<file path="src/hdl/bgts_pkg.sv">
package bgts_pkg;

  localparam int AZ_W   = 16;
  localparam int TIME_W = 32;
  localparam int THR_W  = 15;
  localparam int MS_W   = 16;
  localparam int LVL_W  = 7;
  localparam int CFG_IDX_W  = 3;
  localparam int CFG_DATA_W = 16;

  typedef enum logic [CFG_IDX_W-1:0] {
    REG_BUMP_LIMIT  = 3'd0,
    REG_COOLDOWN_MS = 3'd1,
    REG_LEVEL_STEP  = 3'd2,
    REG_LEVEL_CAP   = 3'd3,
    REG_SEND_GAP_MS = 3'd4
  } reg_idx_t;

  localparam logic [THR_W-1:0] RST_BUMP_LIMIT  = 15'd3840;
  localparam logic [MS_W-1:0]  RST_COOLDOWN_MS = 16'd300;
  localparam logic [LVL_W-1:0] RST_LEVEL_STEP  = 7'd10;
  localparam logic [LVL_W-1:0] RST_LEVEL_CAP   = 7'd100;
  localparam logic [MS_W-1:0]  RST_SEND_GAP_MS = 16'd20;

  typedef struct packed {
    logic [THR_W-1:0] bump_limit;
    logic [MS_W-1:0]  cooldown_ms;
    logic [LVL_W-1:0] level_step;
    logic [LVL_W-1:0] level_cap;
    logic [MS_W-1:0]  send_gap_ms;
  } cfg_t;

  typedef struct packed {
    logic [LVL_W-1:0] throttle_level;
    logic             transmit_now;
    logic             bump_up;
    logic             bump_down;
    logic             calibrated;
  } res_t;

endpackage

</file>
<file path="src/hdl/bgts_cfg_regs.sv">
module bgts_cfg_regs #(
  parameter int BASELINE_SAMPLES = 50,
  parameter int LIM_W = 22
) (
  input  logic                                clk,
  input  logic                                rst,
  input  logic                                cfg_write,
  input  logic [bgts_pkg::CFG_IDX_W-1:0]      cfg_index,
  input  logic [bgts_pkg::CFG_DATA_W-1:0]     cfg_data,
  output bgts_pkg::cfg_t                      cfg,
  output logic [LIM_W-1:0]                    lim
);
  import bgts_pkg::*;

  always_ff @(posedge clk) begin
    if (rst) begin
      cfg.bump_limit  <= RST_BUMP_LIMIT;
      cfg.cooldown_ms <= RST_COOLDOWN_MS;
      cfg.level_step  <= RST_LEVEL_STEP;
      cfg.level_cap   <= RST_LEVEL_CAP;
      cfg.send_gap_ms <= RST_SEND_GAP_MS;
    end else if (cfg_write) begin
      case (cfg_index)
        REG_BUMP_LIMIT:  cfg.bump_limit  <= cfg_data[THR_W-1:0];
        REG_COOLDOWN_MS: cfg.cooldown_ms <= cfg_data[MS_W-1:0];
        REG_LEVEL_STEP:  cfg.level_step  <= cfg_data[LVL_W-1:0];
        REG_LEVEL_CAP:   cfg.level_cap   <= cfg_data[LVL_W-1:0];
        REG_SEND_GAP_MS: cfg.send_gap_ms <= cfg_data[MS_W-1:0];
        default: ;
      endcase
    end
  end

  // scaled threshold, loaded together with the register
  always_ff @(posedge clk) begin
    if (rst) begin
      lim <= LIM_W'(RST_BUMP_LIMIT) * LIM_W'(BASELINE_SAMPLES);
    end else if (cfg_write && (cfg_index == REG_BUMP_LIMIT)) begin
      lim <= LIM_W'(cfg_data[THR_W-1:0]) * LIM_W'(BASELINE_SAMPLES);
    end
  end

endmodule

</file>
<file path="src/hdl/bgts_calc.sv">
module bgts_calc #(
  parameter int BASELINE_SAMPLES = 50,
  parameter int CW = 6,
  parameter int PW = 23,
  parameter int LIM_W = 21
) (
  input  logic                             clk,
  input  logic                             rst,
  input  logic                             go,
  input  bgts_pkg::cfg_t                   cfg,
  input  logic [LIM_W-1:0]                 lim,
  input  logic signed [bgts_pkg::AZ_W-1:0] az,
  input  logic signed [PW-1:0]             prod,
  input  logic signed [PW-1:0]             prodm1,
  input  logic [bgts_pkg::TIME_W-1:0]      now,
  output bgts_pkg::res_t                   res
);
  import bgts_pkg::*;

  localparam int SUM_W = PW - 1;
  localparam int DEV_W = PW + 1;
  localparam logic [CW-1:0] NCOUNT = CW'(BASELINE_SAMPLES);

  logic signed [SUM_W-1:0] baseline_sum, baseline_sum_next;
  logic [CW-1:0]           sample_count, sample_count_next;
  logic                    baseline_done, baseline_done_next;
  logic [LVL_W-1:0]        throttle_value, throttle_value_next;
  logic [TIME_W-1:0]       last_bump_time, last_bump_time_next;
  logic [TIME_W-1:0]       last_send_time, last_send_time_next;

  logic signed [PW-1:0]    sel;
  logic signed [DEV_W-1:0] dev, limx;
  logic                    gt, lt, cool_ok, up, down, tx;
  logic [TIME_W-1:0]       since_bump, since_send;
  logic [LVL_W:0]          up_sum;
  logic signed [LVL_W:0]   dn_dif;
  logic [LVL_W-1:0]        up_val, dn_val;

  always_comb begin
    baseline_sum_next  = baseline_sum;
    sample_count_next  = sample_count;
    baseline_done_next = baseline_done;
    if (!baseline_done) begin
      baseline_sum_next  = baseline_sum + SUM_W'(az);
      sample_count_next  = sample_count + CW'(1);
      baseline_done_next = (sample_count_next >= NCOUNT);
    end

    // sample that completes the baseline: N*az - (sum + az) = (N-1)*az - sum
    sel  = baseline_done ? prod : prodm1;
    dev  = DEV_W'(sel) - DEV_W'(baseline_sum);
    limx = $signed({{(DEV_W-LIM_W){1'b0}}, lim});
    gt   = dev > limx;
    lt   = dev < -limx;

    since_bump = now - last_bump_time;
    cool_ok    = since_bump > {{(TIME_W-MS_W){1'b0}}, cfg.cooldown_ms};
    up         = baseline_done_next && cool_ok && gt;
    down       = baseline_done_next && cool_ok && !gt && lt;

    up_sum = {1'b0, throttle_value} + {1'b0, cfg.level_step};
    up_val = (up_sum > {1'b0, cfg.level_cap}) ? cfg.level_cap : up_sum[LVL_W-1:0];
    dn_dif = $signed({1'b0, throttle_value}) - $signed({1'b0, cfg.level_step});
    if (dn_dif[LVL_W]) begin
      dn_val = '0;
    end else if (dn_dif[LVL_W-1:0] > cfg.level_cap) begin
      dn_val = cfg.level_cap;
    end else begin
      dn_val = dn_dif[LVL_W-1:0];
    end

    throttle_value_next = throttle_value;
    last_bump_time_next = last_bump_time;
    if (up) begin
      throttle_value_next = up_val;
      last_bump_time_next = now;
    end else if (down) begin
      throttle_value_next = dn_val;
      last_bump_time_next = now;
    end

    since_send          = now - last_send_time;
    tx                  = since_send >= {{(TIME_W-MS_W){1'b0}}, cfg.send_gap_ms};
    last_send_time_next = tx ? now : last_send_time;

    res.throttle_level = throttle_value_next;
    res.transmit_now   = tx;
    res.bump_up        = up;
    res.bump_down      = down;
    res.calibrated     = baseline_done_next;
  end

  always_ff @(posedge clk) begin
    if (rst) begin
      baseline_sum   <= '0;
      sample_count   <= '0;
      baseline_done  <= 1'b0;
      throttle_value <= '0;
      last_bump_time <= '0;
      last_send_time <= '0;
    end else if (go) begin
      baseline_sum   <= baseline_sum_next;
      sample_count   <= sample_count_next;
      baseline_done  <= baseline_done_next;
      throttle_value <= throttle_value_next;
      last_bump_time <= last_bump_time_next;
      last_send_time <= last_send_time_next;
    end
  end

endmodule

</file>
<file path="src/hdl/bump_gesture_throttle_stepper_unit.sv">
// Bump gesture throttle stepper.
// Input channel: in_valid/in_stall carry one item (accel_z, time_ms) per
// accepted edge. Output channel: out_valid/out_stall carry one result item
// (throttle_level, transmit_now, bump_up, bump_down, calibrated) per input.
// Configuration: cfg_write/cfg_index/cfg_data write one register per edge;
// write only while no item is in flight.
// Order: an accepted input is held in the input register, then its result
// is taken into the result register and out_valid rises; a held result on
// out_stall keeps the item in the input register. Throughput: one item per
// cycle while out_stall holds no waiting result; the baseline, cooldown,
// throttle and transmit timer state is registered along with the result.
// Reset (rst, synchronous) clears both stages, restores register defaults
// and zeroes baseline, throttle and timestamps.
// While out_stall holds a waiting result, one more item is still taken into
// the input register; after that in_stall rises until the result drains.
module bump_gesture_throttle_stepper_unit #(
  parameter int BASELINE_SAMPLES = 50
) (
  input  logic                                 clk,
  input  logic                                 rst,
  input  logic                                 in_valid,
  output logic                                 in_stall,
  input  logic signed [bgts_pkg::AZ_W-1:0]     accel_z,
  input  logic [bgts_pkg::TIME_W-1:0]          time_ms,
  output logic                                 out_valid,
  input  logic                                 out_stall,
  output logic [bgts_pkg::LVL_W-1:0]           throttle_level,
  output logic                                 transmit_now,
  output logic                                 bump_up,
  output logic                                 bump_down,
  output logic                                 calibrated,
  input  logic                                 cfg_write,
  input  logic [bgts_pkg::CFG_IDX_W-1:0]       cfg_index,
  input  logic [bgts_pkg::CFG_DATA_W-1:0]      cfg_data
);
  import bgts_pkg::*;

  localparam int NW    = $clog2(BASELINE_SAMPLES + 1);
  localparam int PW    = AZ_W + NW + 1;
  localparam int LIM_W = THR_W + NW;
  localparam logic signed [NW:0] NS  = (NW+1)'(BASELINE_SAMPLES);
  localparam logic signed [NW:0] NS1 = (NW+1)'(BASELINE_SAMPLES - 1);

  cfg_t              cfg;
  logic [LIM_W-1:0]  lim;
  res_t              res, res_q;

  logic                     s1_valid;
  logic signed [AZ_W-1:0]   s1_az;
  logic signed [PW-1:0]     s1_prod, s1_prodm1;
  logic [TIME_W-1:0]        s1_time;
  logic signed [PW-1:0]     prod_in, prodm1_in;
  logic                     in_take, advance;

  assign prod_in   = accel_z * NS;
  assign prodm1_in = accel_z * NS1;

  assign advance  = s1_valid && (!out_valid || !out_stall);
  assign in_stall = s1_valid && out_valid && out_stall;
  assign in_take  = in_valid && !in_stall;

  always_ff @(posedge clk) begin
    if (rst) begin
      s1_valid <= 1'b0;
    end else if (in_take) begin
      s1_valid <= 1'b1;
    end else if (advance) begin
      s1_valid <= 1'b0;
    end
  end

  always_ff @(posedge clk) begin
    if (in_take) begin
      s1_az     <= accel_z;
      s1_prod   <= prod_in;
      s1_prodm1 <= prodm1_in;
      s1_time   <= time_ms;
    end
  end

  bgts_cfg_regs #(
    .BASELINE_SAMPLES(BASELINE_SAMPLES),
    .LIM_W(LIM_W)
  ) u_cfg (
    .clk(clk),
    .rst(rst),
    .cfg_write(cfg_write),
    .cfg_index(cfg_index),
    .cfg_data(cfg_data),
    .cfg(cfg),
    .lim(lim)
  );

  bgts_calc #(
    .BASELINE_SAMPLES(BASELINE_SAMPLES),
    .CW(NW),
    .PW(PW),
    .LIM_W(LIM_W)
  ) u_calc (
    .clk(clk),
    .rst(rst),
    .go(advance),
    .cfg(cfg),
    .lim(lim),
    .az(s1_az),
    .prod(s1_prod),
    .prodm1(s1_prodm1),
    .now(s1_time),
    .res(res)
  );

  always_ff @(posedge clk) begin
    if (rst) begin
      out_valid <= 1'b0;
    end else if (advance) begin
      out_valid <= 1'b1;
    end else if (!out_stall) begin
      out_valid <= 1'b0;
    end
  end

  always_ff @(posedge clk) begin
    if (advance) begin
      res_q <= res;
    end
  end

  assign throttle_level = res_q.throttle_level;
  assign transmit_now   = res_q.transmit_now;
  assign bump_up        = res_q.bump_up;
  assign bump_down      = res_q.bump_down;
  assign calibrated     = res_q.calibrated;

`ifndef ASSERT_OFF
  a_one_direction: assert property (@(posedge clk) disable iff (rst)
    out_valid |-> !(bump_up && bump_down))
    else $error("bump up and down on one item");

  a_bump_needs_cal: assert property (@(posedge clk) disable iff (rst)
    (out_valid && (bump_up || bump_down)) |-> calibrated)
    else $error("bump before baseline settled");

  a_stall_only_full: assert property (@(posedge clk) disable iff (rst)
    in_stall |-> (s1_valid && out_valid))
    else $error("input stalled with a free stage");

  a_advance_fills_out: assert property (@(posedge clk) disable iff (rst)
    advance |=> out_valid)
    else $error("advanced item did not reach the output");
`endif

endmodule
</file>
<file path="config.mk">
export PLATFORM = sky130hd
export DESIGN_NAME = bump_gesture_throttle_stepper_unit
export DESIGN_NICKNAME = d
export VERILOG_FILES = /design/src/hdl/bgts_pkg.sv /design/src/hdl/bgts_cfg_regs.sv /design/src/hdl/bgts_calc.sv /design/src/hdl/bump_gesture_throttle_stepper_unit.sv
export SDC_FILE = /design/constraint.sdc
export NUM_CORES = 1
export LEC_CHECK = 0
export ABC_AREA = 1
export BUFFER_PORTS_ARGS = -buffer_cell sky130_fd_sc_hd__buf_2
export CORE_MARGIN = 2
export CORE_UTILIZATION = 35
export DETAILED_ROUTE_END_ITERATION = 16
export HOLD_SLACK_MARGIN = 0.02
export PLACE_DENSITY = 0.59
export SLEW_MARGIN = 20
export SYNTH_ARGS = -nofsm -noshare
export SYNTH_HDL_FRONTEND = slang
export SYNTH_SLANG_ARGS = --single-unit
export TNS_END_PERCENT = 50
</file>
<file path="constraint.sdc">
create_clock -name clk -period 5.6 [get_ports clk]
set_input_delay 0.28 -clock clk [delete_from_list [all_inputs] [get_ports clk]]
set_output_delay 0.28 -clock clk [all_outputs]
set_load 0.05 [all_outputs]
</file>
-- After elaboration in Yosys (flattened, before gate mapping)
Cells that the tools add are included.
- register bits: 272
- input port bits: 72
- output and inout bits: 13
- logic and storage cells: 83
- add/subtract/negate cells: 8
- $mul: 3
- $lt $le $gt $ge: 7
- equality and inequality tests: 5
- mux-type cells: 13
- bitwise gates (word level): 1
- reductions and logical operators: 24
- operators by type and width (cell ; number):
    two-way mux 32 bit ; 2
    subtractor 32 bit ; 2
    two-way mux 7 bit ; 5
    greater-or-equal comparator 32 x 16 -> 1 bit ; 1
    greater-than comparator 32 x 16 -> 1 bit ; 1
    greater-than comparator 24 x 22 -> 1 bit ; 1
    less-than comparator 24 bit ; 1
    negator 21 -> 24 bit ; 1
    subtractor 23 x 22 -> 24 bit ; 1
    multiplier 16 x 7 -> 23 bit, second input constant ; 1
    two-way mux 23 bit ; 1
    adder 22 x 16 -> 22 bit ; 1
    multiplier 16 x 6 -> 22 bit, second input constant ; 1
    multiplier 15 x 5 -> 20 bit, second input constant ; 1
    AND reduction 2 bit ; 7
    logical AND 1 bit ; 9
    adder 7 x 7 -> 8 bit ; 1
    greater-than comparator 8 x 7 -> 1 bit ; 1
    subtractor 7 x 7 -> 8 bit ; 1
    greater-than comparator 7 bit ; 1
    adder 6 x 1 -> 6 bit, second input constant ; 1
    == test 3 x 2 -> 1 bit, second input constant ; 2
    greater-or-equal comparator 6 bit, second input constant ; 1
    two-way mux 1 bit ; 5
    8 further kinds ; 12

-- Longest topological paths before layout
- depth after elaboration: 8
- depth in mapped cells: 35
- depth with buffers taken out: 32

-- Modules after synthesis
From an unflattened synthesis, not the netlist that was laid out.
- cells, all modules: 3732
- area, all modules: 26037.5 sq um
- by module, submodules not included (module ; instances ; cells an instance ; area each (sq um) ; seq. area each (sq um)):
    bgts_calc ; 1 ; 2517 ; 15056.9 ; 2001.9
    bump_gesture_throttle_stepper_unit ; 1 ; 627 ; 6536.3 ; 2952.8
    bgts_cfg_regs ; 1 ; 588 ; 4444.3 ; 1561.5

-- Worst setup path before layout
Ideal clock, no wire load.
- path type: register -> register
- start point: reg u_calc.baseline_done
- end point: reg u_calc.last_bump_time[1]
- library setup time: 116 ps
- arrival: 4199 ps
- required time: 5484 ps
- path slack: 1285 ps
- stages on the path, launching flop included: 30
- path buffers: 3
- period minus slack after synthesis: 4315 ps
- cell sequence: dfxtp_1 -> clkbuf_1 -> clkbuf_1 -> nand2_1 -> o21ai_0 -> ha_1 -> a21oi_1 -> nand2_1 -> a21oi_1 -> o21bai_1 -> a21oi_1 -> o21ai_0 -> a21oi_1 -> xnor2_1 -> ha_1 -> a21oi_1 -> nor2_1 -> a211oi_1 -> nand2_1 -> nand2_1 -> nand2_1 -> nand2_1 -> nand3_2 -> a21oi_4 -> nand3_4 -> nand2_2 -> nand2_4 -> buf_6 -> o21ai_0 -> nor2_1
- longest elaborated chain between the ends: 8
- elaborated cells on any way between the ends: 13
- those cells by class: 1 x add/sub; 2 x order compare; 3 x mux; 7 x reduce/logical
- RTL lines (element ; line ; RTL):
    from (decl) ; bgts_calc.sv:26 ; logic baseline_done, baseline_done_next;
    from (signal assigned) ; bgts_calc.sv:104 ; baseline_done <= baseline_done_next;
    two-way mux 23 bit ; bgts_calc.sv:50 ; sel = baseline_done ? prod : prodm1;
    subtractor 23 x 22 -> 24 bit ; bgts_calc.sv:51 ; dev = DEV_W'(sel) - DEV_W'(baseline_sum);
    greater-than comparator 24 x 22 -> 1 bit ; bgts_calc.sv:53 ; gt = dev > limx;
    logical NOT 1 bit ; bgts_calc.sv:59 ; down = baseline_done_next && cool_ok && !gt && lt;
    logical AND 1 bit (2 in series) ; bgts_calc.sv:59 ;
    nonzero test 2 bit (no source line) ; n/a ;
    AND reduction 2 bit (no source line) ; n/a ;
    to (signal assigned) ; bgts_calc.sv:106 ; last_bump_time <= last_bump_time_next;
    to (decl) ; bgts_calc.sv:28 ; logic [TIME_W-1:0] last_bump_time, last_bump_time_next;
Several ways; a longest one is shown, not always the timed one.
A chain may end at the register's enable or synchronous reset.

-- Worst setup path after layout
- start point: reg u_calc.baseline_done
- end point: reg u_calc.last_bump_time[22]
Same word-level chain as after synthesis.

==> impl_metrics.ini <==
[hold_path]
hold_depth = 3
holdPathEnd = u_cfg.cfg[22]
hold_start = cfg_data[6]
hold_path_class = in2reg

[finish]
post-route-util = 0.399
fillers = 7217
syn2layout_area_growth_pct = 12.5
drive_above_1_share = 0.0503
fin_cells = 4533
multiInputGateArea_mm2 = 0.0153
fin_nets = 4054
seq_area_mm2 = 0.00628

[logic_synthesis]
syn-cell-area_mm2 = 0.0244
syn_inst = 3454
async_flop_share = 0
ys_ff_latch = 265
ys_types = 56
ys_seq_area_frac = 0.257
synth_compound_area_frac = 0.137
synth_nets = 3933
synth-edff-count = 97
synth-xor-area-share = 0.0462
synth_simple_gate_area_share = 0.219
synth-adder-area-share = 0.222
ys.flop_type = dfxtp_1
yosysWarnings = 0
syn_area_per_cell_um2 = 7.07
synth.area.mux_share = 0
synth_top_family_by_area = adder cells

[critical_path]
crit_path_frequent_cell = nand2_1
cp.required_ps = 6040
arrival_ps = 5470
critPathSlowestCell = dfxtp_1
critPathLaunchType = flip-flop
cp_slowest_stage_delay_ps = 430
worstSetupPathType = reg2reg
crit_fanout = 33
r2r-start = u_calc.baseline_done
rr_worst_depth = 29
rrSetupSlack_ps = 560
cp-startpoint = u_calc.baseline_done
endpoint_kind = flip-flop
regToRegEndpoint = u_calc.last_bump_time[22]

[clock_network]
clkTransAtPathRegs_ps = 60
clk_latency_ps = 550
cts_tree = built
cts_inserted_buffers = 34
cts.path.max_buffers = 3
htree_num_levels = 2
root_buffer = clkbuf_16
cts.sinks = 265

[placed_design]
io_buffers = 84
place.gp.congestion = 0.896
dpl.hpwl_um = 51800
dp_cells = 4423

[floorplan]
die_h_um = 268
die_w_um = 268
core_mm2 = 0.0688
core.rowCount = 96
floorplan.die_area_mm2 = 0.0719
initial_utilization = 0.355
ios = 85

[global_routing]
grt_pass1_vias = 20800
grt.total_usage = 0.183
antenna_found_initial = 4
grt_pass1_wl_um = 106000
grt_max_degree = 94
grt_overflow = 0

[sta]
setup_viol = 0
maxSlewViolCount = 0
max_freq_mhz = 199
slew_headroom = 0.354
fin_setup_tns_ps = 0
fin_skew_ps = 14.9
tightest_slew_ps = 969
rsz0062_at_grt = false
min_period_ps = 5040
hold_viol = 0
fin_crit_sh = 0.899
hold_ws_ps = 53.2

[routing]
first_pass_iters = 5
wl_per_cell_um = 14.4
drt-initial-drc-count = 1281
finalWirelength_um = 65400
vias = 21600
vias_per_cell = 4.76
ant_nets = 0
drcViolationCount = 0

[power_and_ir_drop]
combPwrFrac = 0.438
ir_worst_vdd_v = 0.000200
leakage_nw = 13.9
p_int_mw = 4.96
p_per_area_mw_per_mm2 = 298
clkPwrFrac = 0.272
p_switching_mw = 3.24
switching_share = 0.395
seqPwrFrac = 0.290

[run]
drv_cap = 0

[status]
status = completed
## cell usage after synthesis, types with 16 or more instances
cell | n | area (µm²)
xor2_1 | 106 | 928
nand3_1 | 167 | 836
a21o_1 | 16 | 120
nand4_1 | 38 | 238
nand2_1 | 717 | 2690
o21ai_1 | 32 | 160
fa_1 | 45 | 901
xnor2_1 | 23 | 201
ha_1 | 362 | 4530
a21oi_1 | 300 | 1500
o21ai_0 | 160 | 801
nor3_1 | 22 | 110
nor2_1 | 294 | 1100
o21bai_1 | 18 | 135
clkbuf_1 | 40 | 150
o211ai_1 | 38 | 285
inv_1 | 696 | 2610
edfxtp_1 | 97 | 2910
dfxtp_1 | 168 | 3360
## power by group through the flow
stage	clock network, mW	registers, mW	logic (mW)
floorplan	0	2.35	2.71
global placement	0	2.42	3.48
detailed placement	0	2.41	3.52
CTS	2.30	2.37	3.57
global route	2.37	2.39	4.16
finish	2.23	2.37	3.59
## layer usage
layer / track usage / wire length [µm] / part of all wire
met1: 0.257 / 32500 / 0.50
met2: 0.292 / 28300 / 0.43
met3: 0.0220 / 2980 / 0.046
met4: 0.0559 / 1680 / 0.026
met5: 0 / 41 / 0.00063
## worst max-delay path, delay by kind of cell, from the launching register on
family                   cells  cell delay [ps]
AND/OR/NAND/NOR             15             1870
buffers and inverters        5              840
AO/OA/AOI/OAI                5              740
adder cells (fa/ha/maj)      2              680
flip-flops                   1              430
XOR/XNOR                     2              350
## worst max-delay path by stage
stage	slack (ps)	end	depth (start not counted)
after floorplan	1290	u_calc.last_bump_time[1]	29
after global placement	400	u_calc.last_bump_time[2]	28
after detailed placement	310	u_calc.last_bump_time[5]	27
after CTS	280	u_calc.last_bump_time[30]	28
after global routing	110	u_calc.last_bump_time[9]	29
final	560	u_calc.last_bump_time[22]	29
## placed cells by master (no fill, tap or decap), drive strengths merged, types with 23 or more instances in the layout
cell type | synthesis | layout
fa | 45 | 45
edfxtp | 97 | 97
a21oi | 302 | 302
clkbuf | 40 | 44
dfxtp | 168 | 168
xor2 | 106 | 106
nand4 | 39 | 39
buf | 17 | 96
o211ai | 38 | 38
xnor2 | 23 | 23
inv | 698 | 701
dlygate4sd3 | 0 | 46
nand2 | 724 | 724
o21ai | 193 | 193
ha | 362 | 362
nor2 | 297 | 297
nand3 | 170 | 170
## sequential cells by signal, indices dropped and copies added, names as in the netlist, 7 cells and up
name                   flops
u_cfg.cfg                 46
s1_time                   32
u_calc.last_bump_time     32
u_calc.last_send_time     32
u_calc.baseline_sum       22
u_cfg.lim                 20
s1_prod                   19
s1_prodm1                 19
s1_az                     16
throttle_level             7
u_calc.throttle_value      7
## area by class of cell
| type | count | share of cell area |
|---|---|---|
| multi-input cells | 2430 | 0.556 |
| flip-flops and latches | 265 | 0.228 |
| inverters | 702 | 0.0964 |
| well taps | 931 | 0.0424 |
| repair buffers | 142 | 0.0358 |
| clock buffers | 44 | 0.0342 |
| clock inverters | 16 | 0.00660 |
| diodes | 3 | 0.000273 |
## metrics by stage
| stage | total power [mW] | instance area, µm² | worst slack, ps |
|---|---|---|---|
| floorplan | 5.06 | 24400 | 1290 |
| global placement | 5.90 | 25900 | 395 |
| detailed placement | 5.94 | 25900 | 309 |
| CTS | 8.24 | 27400 | 283 |
| global route | 8.92 | 27500 | 109 |
| finish | 8.20 | 27500 | 564 |
## cell families (layout without fill, tap and decap cells)
group,Yosys count,in the layout
AND/OR/NAND/NOR,1285,1285
adder cells (fa/ha/maj),407,407
XOR/XNOR,129,129
flip-flops,265,265
other,0,3
AO/OA/AOI/OAI,609,609
buffers and inverters,759,904
## repair_timing
item,4_1_cts,5_1_grt
hold buffers,46,0
setup buffers,0,1
endpoints found under the hold margin,46,0
setup endpoints to repair,0,32
gates resized for setup,0,5
(Power assumes the default switching activity.)
